===== src/thl_pkg.sv =====
`default_nettype none

package thl_pkg;

    localparam int unsigned DELAY_W   = 16;
    localparam int unsigned TIMEOUT_W = 24;
    localparam int unsigned CFG_IDX_W = 8;
    localparam int unsigned CFG_DAT_W = 24;

    localparam logic [DELAY_W-1:0]   BIT_DELAY_RESET = 16'd500;
    localparam logic [TIMEOUT_W-1:0] TIMEOUT_RESET   = 24'd1000000;

    // Configuration register indexes.
    localparam logic [CFG_IDX_W-1:0] CFG_BIT_DELAY = 8'd0;
    localparam logic [CFG_IDX_W-1:0] CFG_TIMEOUT   = 8'd1;

    typedef enum logic [1:0] {
        OP_NONE  = 2'd0,
        OP_SEND  = 2'd1,
        OP_RECV  = 2'd2,
        OP_PROBE = 2'd3
    } op_t;

    typedef enum logic [1:0] {
        STAT_OK       = 2'd0,
        STAT_TIMEOUT  = 2'd1,
        STAT_MISMATCH = 2'd2
    } status_t;

    typedef enum logic [3:0] {
        PH_IDLE     = 4'd0,
        PH_TX_LOW   = 4'd1,
        PH_TX_HIGH  = 4'd2,
        PH_TX_DELAY = 4'd3,
        PH_RX_ANY   = 4'd4,
        PH_RX_ACK   = 4'd5,
        PH_RX_DELAY = 4'd6,
        PH_PROBE    = 4'd7
    } phase_t;

    // Drive value: bit 0 releases line A, bit 1 releases line B.
    localparam logic [1:0] DRV_RELEASE = 2'b11;
    localparam logic [1:0] DRV_PULL_A  = 2'b10;
    localparam logic [1:0] DRV_PULL_B  = 2'b01;

    // Sensed lines packed as {sense_b, sense_a}.
    localparam logic [1:0] LINES_BOTH_HIGH = 2'b11;
    localparam logic [1:0] LINES_A_HIGH    = 2'b01;

    // Expected sensed lines for each probe drive pattern.
    localparam logic [1:0] PROBE_EXPECT [4] = '{2'b00, 2'b10, 2'b01, 2'b11};

    typedef struct packed {
        logic [DELAY_W-1:0]   bit_delay;
        logic [TIMEOUT_W-1:0] timeout;
    } thl_cfg_t;

    typedef struct packed {
        logic [1:0] op;
        logic [7:0] tx_byte;
        logic       sense_a;
        logic       sense_b;
    } thl_item_t;

    typedef struct packed {
        logic       drive_a_release;
        logic       drive_b_release;
        logic       busy_res;
        logic       done_res;
        logic [7:0] rx_byte;
        logic [1:0] status;
    } thl_result_t;

endpackage

`default_nettype wire


===== src/thl_engine.sv =====
`default_nettype none

module thl_engine
    import thl_pkg::*;
(
    input  wire logic        clk,
    input  wire logic        rst_n,
    input  wire logic        advance,
    input  wire thl_item_t   item,
    input  wire thl_cfg_t    cfg,
    output thl_result_t      result
);

    phase_t               phase_reg, phase_next;
    logic [2:0]           bit_count_reg, bit_count_next;
    logic [7:0]           shift_reg, shift_next;
    logic [TIMEOUT_W-1:0] wait_count_reg, wait_count_next;
    logic [DELAY_W-1:0]   delay_count_reg, delay_count_next;
    logic [1:0]           drive_reg, drive_next;
    logic [1:0]           probe_step_reg, probe_step_next;

    logic [TIMEOUT_W-1:0] wait_inc;
    logic                 wait_expired;
    logic [1:0]           lines;
    logic                 lvl;
    logic                 nb_req;
    logic                 nb_tx;
    logic                 done;
    logic [1:0]           status;
    logic [7:0]           rx;

    assign lines        = {item.sense_b, item.sense_a};
    assign wait_inc     = wait_count_reg + 1'b1;
    assign wait_expired = (wait_inc >= cfg.timeout);

    always_ff @(posedge clk or negedge rst_n)
    begin
        if (!rst_n)
        begin
            phase_reg       <= PH_IDLE;
            bit_count_reg   <= '0;
            shift_reg       <= '0;
            wait_count_reg  <= '0;
            delay_count_reg <= '0;
            drive_reg       <= DRV_RELEASE;
            probe_step_reg  <= 2'd3;
        end
        else if (advance)
        begin
            phase_reg       <= phase_next;
            bit_count_reg   <= bit_count_next;
            shift_reg       <= shift_next;
            wait_count_reg  <= wait_count_next;
            delay_count_reg <= delay_count_next;
            drive_reg       <= drive_next;
            probe_step_reg  <= probe_step_next;
        end
    end

    always_comb
    begin
        phase_next       = phase_reg;
        bit_count_next   = bit_count_reg;
        shift_next       = shift_reg;
        wait_count_next  = wait_count_reg;
        delay_count_next = delay_count_reg;
        drive_next       = drive_reg;
        probe_step_next  = probe_step_reg;
        nb_req           = 1'b0;
        nb_tx            = 1'b0;
        done             = 1'b0;
        status           = STAT_OK;
        rx               = '0;
        lvl              = 1'b0;

        unique case (phase_reg)
            PH_IDLE:
            begin
                unique case (item.op)
                    OP_SEND:
                    begin
                        shift_next      = item.tx_byte;
                        bit_count_next  = '0;
                        wait_count_next = '0;
                        drive_next      = item.tx_byte[0] ? DRV_PULL_A : DRV_PULL_B;
                        phase_next      = PH_TX_LOW;
                    end
                    OP_RECV:
                    begin
                        shift_next      = '0;
                        bit_count_next  = '0;
                        wait_count_next = '0;
                        drive_next      = DRV_RELEASE;
                        phase_next      = PH_RX_ANY;
                    end
                    OP_PROBE:
                    begin
                        probe_step_next  = 2'd3;
                        drive_next       = DRV_RELEASE;
                        delay_count_next = cfg.bit_delay;
                        phase_next       = PH_PROBE;
                    end
                    default:
                    begin
                    end
                endcase
            end
            PH_TX_LOW:
            begin
                lvl = shift_reg[0] ? item.sense_a : item.sense_b;
                if (!lvl)
                begin
                    drive_next      = DRV_RELEASE;
                    wait_count_next = '0;
                    phase_next      = PH_TX_HIGH;
                end
                else
                begin
                    wait_count_next = wait_inc;
                    if (wait_expired)
                    begin
                        drive_next = DRV_RELEASE;
                        phase_next = PH_IDLE;
                        done       = 1'b1;
                        status     = STAT_TIMEOUT;
                    end
                end
            end
            PH_TX_HIGH:
            begin
                lvl = shift_reg[0] ? item.sense_a : item.sense_b;
                if (lvl)
                begin
                    shift_next = {1'b0, shift_reg[7:1]};
                    drive_next = DRV_RELEASE;
                    if (cfg.bit_delay == '0)
                    begin
                        nb_req = 1'b1;
                        nb_tx  = 1'b1;
                    end
                    else
                    begin
                        delay_count_next = cfg.bit_delay;
                        phase_next       = PH_TX_DELAY;
                    end
                end
                else
                begin
                    wait_count_next = wait_inc;
                    if (wait_expired)
                    begin
                        drive_next = DRV_RELEASE;
                        phase_next = PH_IDLE;
                        done       = 1'b1;
                        status     = STAT_TIMEOUT;
                    end
                end
            end
            PH_RX_ANY:
            begin
                if (lines != LINES_BOTH_HIGH)
                begin
                    wait_count_next = '0;
                    // Line B low alone carries a 1; anything else with A low is a 0.
                    if (lines == LINES_A_HIGH)
                    begin
                        shift_next = {1'b1, shift_reg[7:1]};
                        drive_next = DRV_PULL_B;
                    end
                    else
                    begin
                        shift_next = {1'b0, shift_reg[7:1]};
                        drive_next = DRV_PULL_A;
                    end
                    phase_next = PH_RX_ACK;
                end
                else
                begin
                    wait_count_next = wait_inc;
                    if (wait_expired)
                    begin
                        drive_next = DRV_RELEASE;
                        phase_next = PH_IDLE;
                        done       = 1'b1;
                        status     = STAT_TIMEOUT;
                    end
                end
            end
            PH_RX_ACK:
            begin
                lvl = (drive_reg == DRV_PULL_B) ? item.sense_b : item.sense_a;
                if (lvl)
                begin
                    drive_next = DRV_RELEASE;
                    if (cfg.bit_delay == '0)
                    begin
                        nb_req = 1'b1;
                    end
                    else
                    begin
                        delay_count_next = cfg.bit_delay;
                        phase_next       = PH_RX_DELAY;
                    end
                end
                else
                begin
                    wait_count_next = wait_inc;
                    if (wait_expired)
                    begin
                        drive_next = DRV_RELEASE;
                        phase_next = PH_IDLE;
                        done       = 1'b1;
                        status     = STAT_TIMEOUT;
                    end
                end
            end
            PH_TX_DELAY, PH_RX_DELAY:
            begin
                if (delay_count_reg != '0)
                begin
                    delay_count_next = delay_count_reg - 1'b1;
                end
                if (delay_count_next == '0)
                begin
                    nb_req = 1'b1;
                    nb_tx  = (phase_reg == PH_TX_DELAY);
                end
            end
            PH_PROBE:
            begin
                if (delay_count_reg != '0)
                begin
                    delay_count_next = delay_count_reg - 1'b1;
                end
                else if (lines != PROBE_EXPECT[probe_step_reg])
                begin
                    drive_next = DRV_RELEASE;
                    phase_next = PH_IDLE;
                    done       = 1'b1;
                    status     = STAT_MISMATCH;
                end
                else if (probe_step_reg == 2'd0)
                begin
                    drive_next = DRV_RELEASE;
                    phase_next = PH_IDLE;
                    done       = 1'b1;
                end
                else
                begin
                    probe_step_next  = probe_step_reg - 1'b1;
                    drive_next       = probe_step_reg - 1'b1;
                    delay_count_next = cfg.bit_delay;
                end
            end
            default:
            begin
                phase_next = PH_IDLE;
                drive_next = DRV_RELEASE;
            end
        endcase

        // Step to the next bit, or finish the byte after the eighth one.
        if (nb_req)
        begin
            if (bit_count_reg >= 3'd7)
            begin
                if (!nb_tx)
                begin
                    rx = shift_next;
                end
                drive_next = DRV_RELEASE;
                phase_next = PH_IDLE;
                done       = 1'b1;
                status     = STAT_OK;
            end
            else
            begin
                bit_count_next  = bit_count_reg + 1'b1;
                wait_count_next = '0;
                if (nb_tx)
                begin
                    drive_next = shift_next[0] ? DRV_PULL_A : DRV_PULL_B;
                    phase_next = PH_TX_LOW;
                end
                else
                begin
                    phase_next = PH_RX_ANY;
                end
            end
        end
    end

    always_comb
    begin
        result.drive_a_release = drive_next[0];
        result.drive_b_release = drive_next[1];
        result.busy_res        = (phase_next != PH_IDLE);
        result.done_res        = done;
        result.rx_byte         = rx;
        result.status          = status;
    end

endmodule

`default_nettype wire


===== src/two_wire_handshake_link.sv =====
// Two-wire handshake link engine. Every transfer on the input channel is one
// clock tick of the link: an optional command (send a byte, receive a byte or
// probe the cable) together with the sensed levels of lines A and B. Every
// input transfer yields exactly one result transfer that shows the drive
// levels, busy, a done pulse, the received byte and a status after that tick.
// Commands that arrive while a command is in progress are ignored. Bytes go
// LSB first; each bit and each probe step is followed by bit_delay_ticks idle
// ticks, and each handshake wait ends in a timeout status after timeout_ticks
// failing ticks, with both lines released. A new input transfer is accepted
// in every cycle: the item passes an input register, the engine updates
// its state in the same clock as the result lands in an output register,
// and throughput is one item per cycle whenever the downstream
// side keeps taking results. Configuration writes (index 0 for
// bit_delay_ticks, index 1 for timeout_ticks, other indexes ignored) are
// always accepted and should be made while the block is idle.

`default_nettype none

module two_wire_handshake_link
    import thl_pkg::*;
(
    input  wire logic                 clk,
    input  wire logic                 rst_n,

    input  wire logic                 in_valid,
    output logic                      in_ready,
    input  wire logic [1:0]           op,
    input  wire logic [7:0]           tx_byte,
    input  wire logic                 sense_a,
    input  wire logic                 sense_b,

    output logic                      out_valid,
    input  wire logic                 out_ready,
    output logic                      drive_a_release,
    output logic                      drive_b_release,
    output logic                      busy_res,
    output logic                      done_res,
    output logic [7:0]                rx_byte,
    output logic [1:0]                status,

    input  wire logic                 cfg_valid,
    output logic                      cfg_ready,
    input  wire logic [CFG_IDX_W-1:0] cfg_index,
    input  wire logic [CFG_DAT_W-1:0] cfg_data
);

    thl_cfg_t    cfg_reg;
    thl_item_t   item_reg;
    logic        item_valid_reg;
    thl_result_t result_reg;
    logic        out_valid_reg;
    thl_result_t result;
    logic        advance;

    // The input register moves into the engine whenever the output register
    // is empty or its result is being taken in this same cycle.
    assign advance   = item_valid_reg && (!out_valid_reg || out_ready);
    assign in_ready  = !item_valid_reg || advance;
    assign cfg_ready = 1'b1;

    always_ff @(posedge clk or negedge rst_n)
    begin
        if (!rst_n)
        begin
            cfg_reg.bit_delay <= BIT_DELAY_RESET;
            cfg_reg.timeout   <= TIMEOUT_RESET;
        end
        else if (cfg_valid)
        begin
            if (cfg_index == CFG_BIT_DELAY)
            begin
                cfg_reg.bit_delay <= cfg_data[DELAY_W-1:0];
            end
            else if (cfg_index == CFG_TIMEOUT)
            begin
                cfg_reg.timeout <= cfg_data[TIMEOUT_W-1:0];
            end
        end
    end

    // Input register: control state only is reset.
    always_ff @(posedge clk or negedge rst_n)
    begin
        if (!rst_n)
        begin
            item_valid_reg <= 1'b0;
        end
        else if (in_ready)
        begin
            item_valid_reg <= in_valid;
        end
    end

    always_ff @(posedge clk)
    begin
        if (in_valid && in_ready)
        begin
            item_reg.op      <= op;
            item_reg.tx_byte <= tx_byte;
            item_reg.sense_a <= sense_a;
            item_reg.sense_b <= sense_b;
        end
    end

    thl_engine u_engine (
        .clk     (clk),
        .rst_n   (rst_n),
        .advance (advance),
        .item    (item_reg),
        .cfg     (cfg_reg),
        .result  (result)
    );

    // Output register: holds a result until the downstream side takes it.
    always_ff @(posedge clk or negedge rst_n)
    begin
        if (!rst_n)
        begin
            out_valid_reg <= 1'b0;
        end
        else if (advance)
        begin
            out_valid_reg <= 1'b1;
        end
        else if (out_ready)
        begin
            out_valid_reg <= 1'b0;
        end
    end

    always_ff @(posedge clk)
    begin
        if (advance)
        begin
            result_reg <= result;
        end
    end

    assign out_valid       = out_valid_reg;
    assign drive_a_release = result_reg.drive_a_release;
    assign drive_b_release = result_reg.drive_b_release;
    assign busy_res        = result_reg.busy_res;
    assign done_res        = result_reg.done_res;
    assign rx_byte         = result_reg.rx_byte;
    assign status          = result_reg.status;

endmodule

`default_nettype wire


===== config.mk =====
export PLATFORM = sky130hd
export DESIGN_NAME = two_wire_handshake_link
export DESIGN_NICKNAME = d
export VERILOG_FILES = /design/src/thl_pkg.sv /design/src/thl_engine.sv /design/src/two_wire_handshake_link.sv
export SDC_FILE = /design/constraint.sdc
export NUM_CORES = 1
export LEC_CHECK = 0
export BUFFER_PORTS_ARGS = -buffer_cell sky130_fd_sc_hd__clkbuf_2
export CORE_MARGIN = 8
export CORE_UTILIZATION = 35
export DETAILED_ROUTE_END_ITERATION = 7
export PLACE_DENSITY = 0.52
export SETUP_SLACK_MARGIN = 0.4
export SLEW_MARGIN = 40
export SYNTH_ARGS = -nofsm -noshare
export SYNTH_HDL_FRONTEND = slang
export SYNTH_SLANG_ARGS = --single-unit

===== constraint.sdc =====
create_clock -name clk -period 3.9 [get_ports clk]
set_input_delay 0.39 -clock clk [delete_from_list [all_inputs] [get_ports clk]]
set_output_delay 0.39 -clock clk [all_outputs]
set_load 0.1 [all_outputs]

==> impl_metrics.py, run 1 <==
metrics = {
    "synth": {
        "yosysWarnings": 0,
        "syn_nets": 903,
        "netlist_area_um2": 7730,
        "synthFlopType": "dfrtp_1",
        "ys_seq_area_frac": 0.431,
        "yosysTopAreaCell": "dfrtp_1",
        "syn_inst": 819,
        "synthArstFlopShare": 0.795,
        "syn_area_per_cell_um2": 9.44,
        "synth_edf_count": 26,
        "synth_area_leaders": "dfrtp_1 (27%), edfxtp_1 (10%), mux2_2 (6.0%), dfstp_2 (5.8%), ha_1 (5.7%)",
        "synth_top_area_share": 0.272,
        "ys_seq_elements": 127,
        "synthDistinctLibCells": 75,
    },
    "cells_and_area": {
        "stdcell_area_um2": 9290,
        "nets": 985,
        "n_antenna_cell": 0,
        "area_growth_syn_to_layout_pct": 20.2,
        "largest_reg_flops": 40,
        "drive_above_1_share": 0.265,
        "layout_common_cells": "dfrtp_1 (81), o21ai_0 (72), nor2_1 (70), nand2_1 (63), clkbuf_2 (63)",
        "final_common_cell": "dfrtp_1",
        "fillers": 2130,
    },
    "route": {
        "drt-initial-drc-count": 525,
        "drt_wl_total_mm": 20.7,
        "dr.pass1.iters": 7,
        "viasPerCell": 5.40,
        "ant_nets": 0,
        "avgRoutedWirePerCell_um": 17.3,
        "drc_errors": 0,
        "vias": 6449,
    },
    "clock_network": {
        "cts_buffers": 17,
        "clk_latency_ps": 420,
        "cts_root_buf": "clkbuf_16",
        "clk_path_buf_depth": 2,
        "htree_num_levels": 4,
        "cts_tree": "yes",
        "clk_pin_slew_worst_paths_ps": 60,
        "cts.sinks": 127,
    },
    "critical_path": {
        "crit_type": "reg -> reg",
        "cp_data_arrival_time_ps": 3650,
        "start_kind": "flop",
        "end_kind": "flop",
        "critPathRequiredTime_ps": 4050,
        "cp_max_fo": 5,
    },
    "pwr": {
        "powerDensity_nw_per_um2": 660,
        "leakage_nw": 4.07,
        "worst_ir_drop_vdd_v": 0.000317,
    },
    "place": {
        "gp_congestion": 0.884,
        "dp_hpwl_mm": 15.1,
        "dpl_cell_area_um2": 8470,
        "port_buffers": 64,
    },
    "timing": {
        "finalSetupTns_ps": 0,
        "slew_headroom": 0.516,
        "fmax_ghz": 0.285,
        "min_period_ps": 3510,
        "timing.final.max_slew_violations": 0,
        "skew_ps": 10.1,
        "worstMarginPinSlew_ps": 719,
        "rsz0062_at_grt": "true",
        "finalSetupViolCount": 0,
        "hold_violations": 0,
        "finalCritPeriodShare": 0.899,
    },
    "global_routing": {
        "grt_max_degree": 67,
        "grt_usage": 0.157,
        "grt_pass1_wl_mm": 33.7,
        "grt-ovfl-total": 0,
        "antenna_found_initial": 0,
        "grt_pass1_vias": 6296,
    },
    "die": {
        "io_pins": 66,
        "dieArea_um2": 27100,
        "core_um2": 21800,
        "initial_utilization": 0.355,
        "die_height_um": 165,
        "rows": 54,
        "die_w_um": 165,
    },
    "flow_run": {
        "maxCapViolCount": 0,
    },
    "run_status": {
        "status": "finished clean",
    },
    "worst_hold_path": {
        "hold_path_class": "in -> reg",
    },
}
-- layout make-up --
class                   count  area (um^2)  area share
inverters                  41          154      0.0166
multi-input cells         611         4250       0.458
repair buffers            103          626      0.0674
clock buffers              18          429      0.0462
clock inverters            14          141      0.0152
well taps                 280          350      0.0377
flip-flops and latches    127         3330       0.359
-- metal layers --
metal	track usage	up-vias	part of all wire
met4	0.0586	0	0.024
met5	0	-	0
li1	-	3168	-
met3	0.0299	34	0.049
met2	0.239	160	0.45
met1	0.216	3087	0.48
-- power by group --
group          leakage, nW  switching [mW]  internal, mW
combinational         2.23            1.69         0.960
clock                0.281           0.639         0.941
sequential            1.56           0.305          1.60
-- synthesized netlist by cell type (4+ instances only) --
| cell type | n |
|---|---|
| o22a_1 | 4 |
| clkbuf_1 | 27 |
| o21ai_0 | 72 |
| nor3b_1 | 8 |
| and2_1 | 10 |
| a21oi_1 | 51 |
| buf_2 | 7 |
| inv_1 | 41 |
| nor3_1 | 23 |
| or3_1 | 7 |
| xor2_1 | 14 |
| a22o_1 | 10 |
| nand4_1 | 7 |
| o21ai_1 | 5 |
| nor2b_1 | 8 |
| nor4b_1 | 4 |
| a22oi_1 | 9 |
| nand3_1 | 15 |
| nand2b_1 | 15 |
| a31oi_1 | 7 |
| dfstp_2 | 17 |
| nor2_1 | 74 |
| and3_1 | 17 |
| o211ai_1 | 9 |
| a222oi_1 | 6 |
| o22ai_1 | 4 |
| a221oi_1 | 4 |
| mux2i_1 | 4 |
| ha_1 | 35 |
| xnor2_1 | 12 |
| nor4_1 | 14 |
| nand2_1 | 64 |
| mux2_2 | 41 |
| dfrtp_1 | 84 |
| nand3b_1 | 4 |
| o31ai_1 | 4 |
| edfxtp_1 | 26 |
-- path summary, 6_finish.rpt --
path	slack, ps	startpoint	cells past startpoint	to
max	390	u_engine.wait_count_reg[1]	15	busy_res
min	140	op[0]	1	item_reg[10]
max reg2reg	390	u_engine.wait_count_reg[1]	15	busy_res
min reg2reg	490	item_valid_reg	1	out_valid
max in group asynchronous	2580	rst_n	3	u_engine.wait_count_reg[0]
min in group asynchronous	550	rst_n	2	cfg_reg[37]
-- cell families after synthesis --
kind of cell,count (synthesis),synth area share
buffers and inverters,81,0.0429
and+or+nand+nor,284,0.189
DFF,127,0.431
xor gates and xnor gates,26,0.0295
other,1,0.000485
muxes,45,0.0649
AOI/OAI and AO/OA,220,0.186
adders and majority gates,35,0.0567
-- worst max-delay path, stage by stage, from the launching register on --
cell and delay (ps):
dfrtp_2 410, buf_6 110, nand3_4 90, nor4b_4 310, and2_4 200, and3_4 220
and3_4 200, xor2_1 60, ha_1 310, and4_4 230, nand2_2 50, a211o_1 220
o2111a_2 320, a311oi_2 240, and3_1 180, o21ai_0 70
-- per-stage QoR --
step / power [mW] / util / std cells / setup slack [ps] / hold WS (ps)
CTS: 6.09 / 0.421 / 1187 / 416 / 131
floorplan: 3.74 / - / 819 / 427 / 94.4
global route: 6.54 / 0.427 / 1194 / 203 / 128
finish: 6.13 / 0.427 / 1194 / 395 / 143
global placement: 4.44 / 0.389 / 1149 / 204 / 483
detailed placement: 4.43 / 0.389 / 1149 / 156 / 446
-- timing repair --
item                       4_1_cts  5_1_grt
setup endpoints to repair        9       34
hold buffers                     1        0
hold endpoints to repair         1        0
buffers inserted                 5        7
resized for setup               18       14
pin swaps                        6       12
(Power assumes the default switching activity.)
==> inputs of run 2 (changes only) <==
Settings changed: CAP_MARGIN from default to 30, CORE_MARGIN 8 to default, REMOVE_ABC_BUFFERS from default to 1.
==> impl_metrics.py, run 2 (same netlist as run 1, synthesis figures left out) <==
metrics = {
    "run_status": {
        "status": "finished clean",
    },
    "clock_network": {
        "htree_num_levels": 4,
        "hold_buffers": 0,
        "cts_tree": "yes",
        "cts.sinks": 127,
        "cts_root_buf": "clkbuf_16",
        "clk_path_buf_depth": 2,
        "clk_pin_slew_worst_paths_ps": 60,
        "clk_latency_ps": 430,
        "cts_buffers": 17,
    },
    "route": {
        "viasPerCell": 5.40,
        "avgRoutedWirePerCell_um": 16.9,
        "dr.pass1.iters": 6,
        "ant_nets": 0,
        "drt_wl_total_mm": 20.5,
        "vias": 6531,
        "drc_errors": 0,
        "drt-initial-drc-count": 480,
    },
    "pwr": {
        "swShare": 0.432,
        "leakage_nw": 4.13,
        "powerDensity_nw_per_um2": 649,
        "seqPwrFrac": 0.309,
        "clockPowerShare": 0.256,
        "comb_power_share": 0.435,
        "p_switching_mw": 2.63,
        "worst_ir_drop_vdd_v": 0.000250,
        "p_int_mw": 3.45,
    },
    "global_routing": {
        "grt_pass1_wl_mm": 33.4,
        "grt-ovfl-total": 0,
        "grt_max_degree": 57,
        "grt_pass1_vias": 6303,
        "grt_usage": 0.191,
        "antenna_found_initial": 0,
    },
    "die": {
        "initial_utilization": 0.355,
        "rows": 54,
        "io_pins": 66,
        "die_height_um": 151,
        "die_w_um": 151,
        "core_um2": 21800,
        "dieArea_um2": 22700,
    },
    "critical_path": {
        "path_delay_family": "simple AND/OR/NAND/NOR gates",
        "r2r_cells": 15,
        "end_kind": "flop",
        "critPathMaxStageDelay_ps": 400,
        "crit_type": "reg -> reg",
        "cp_data_arrival_time_ps": 3740,
        "cp_max_fo": 4,
        "crit_chain": "ha_2 -> and3_4 -> and3_4 -> nand3_4 -> nor2_4 -> and3_4 -> xor2_1 -> ha_1 -> and4_4 -> nand2_2 -> a211o_1 -> o2111a_2 -> a311oi_4 -> and3_1 -> o21ai_1",
        "start_kind": "flop",
        "slowest_stage": "dfrtp_1",
        "cp.depth": 15,
        "critPathRequiredTime_ps": 4070,
        "cpMostUsedCell": "and3_4",
        "crit_buf_inv": 0,
    },
    "place": {
        "dp_hpwl_mm": 14.8,
        "pre_cts_slack_ps": -37.9,
        "port_buffers": 64,
        "dpl.cell_count": 1155,
        "gp_congestion": 0.883,
    },
    "cells_and_area": {
        "final_common_cell": "dfrtp_1",
        "largest_reg_flops": 40,
        "fin_cells": 1209,
        "layout_common_cells": "dfrtp_1 (83), nor2_1 (71), o21ai_0 (71), clkbuf_2 (63), nand2_1 (61)",
        "drive_above_1_share": 0.273,
        "n_antenna_cell": 0,
        "nets": 1000,
        "area_growth_syn_to_layout_pct": 21.3,
    },
    "timing": {
        "fmax_ghz": 0.280,
        "skew_ps": 17.1,
        "timing.final.max_slew_violations": 0,
        "hold_violations": 0,
        "worstMarginPinSlew_ps": 736,
        "finalSetupViolCount": 0,
        "finalSetupTns_ps": 0,
        "setup_slack_ps": 325,
        "whs_ps": 33.3,
        "min_period_ps": 3580,
        "slew_headroom": 0.509,
        "finalCritPeriodShare": 0.917,
        "rsz0062_at_grt": "true",
    },
    "flow_run": {
        "maxCapViolCount": 0,
    },
    "worst_hold_path": {
        "hold_path_class": "in -> async",
    },
}
## run 2: worst reg2reg max path, stage by stage (launching register included)
cell and delay (ps):
dfrtp_1 400, ha_2 210, and3_4 180, and3_4 190
nand3_4 90, nor2_4 190, and3_4 210, xor2_1 70
ha_1 300, and4_4 240, nand2_2 50, a211o_1 230
o2111a_2 350, a311oi_4 360, and3_1 190, o21ai_1 50
## run 2: layout make-up
class | instances | area (um^2)
clock buffer | 17 | 425
fill | 2137 | 12400
clock inverter | 15 | 143
tap | 280 | 350
inverter | 41 | 154
timing repair buffer | 118 | 732
multi-input combinational | 611 | 4240
sequential | 127 | 3330
## run 2: layer usage
metal  share of wire  vias up  global-route usage
met1            0.48     3164               0.260
met5               0        -                   0
met3           0.040       20              0.0352
met2            0.47      151               0.305
li1                -     3196                   -
met4           0.014        0              0.0580
## run 2: timing repair
action,4_1_cts,5_1_grt
setup buffers,12,10
resized for setup,20,19
cloned,0,0
pin swaps,4,15
setup endpoints to repair,8,30
## run 2: final timing paths
path	end	from	slack [ps]
setup / recovery	busy_res	u_engine.wait_count_reg[0]	320
hold reg to reg	out_valid	item_valid_reg	490
hold / removal	u_engine.delay_count_reg[14]	rst_n	30
max in group asynchronous	u_engine.wait_count_reg[3]	rst_n	2990
min in group clk	item_reg[7]	tx_byte[5]	130
setup reg to reg	busy_res	u_engine.wait_count_reg[0]	320
## run 2: power groups by stage
stage / registers, mW / clock network [mW] / logic, mW
2_1_floorplan: 2.02 / 0 / 1.62
3_3_place_gp: 1.88 / 0 / 2.52
3_5_place_dp: 1.88 / 0 / 2.51
4_1_cts: 1.87 / 1.59 / 2.58
5_1_grt: 1.92 / 1.66 / 2.92
6_report: 1.88 / 1.56 / 2.65
## run 2: per-stage QoR
step	instance area [um^2]	util	total power, mW
2_1_floorplan	7550	-	3.63
3_3_place_gp	8470	0.389	4.40
3_5_place_dp	8470	0.389	4.39
4_1_cts	9210	0.423	6.04
5_1_grt	9370	0.431	6.50
6_report	9370	0.431	6.08
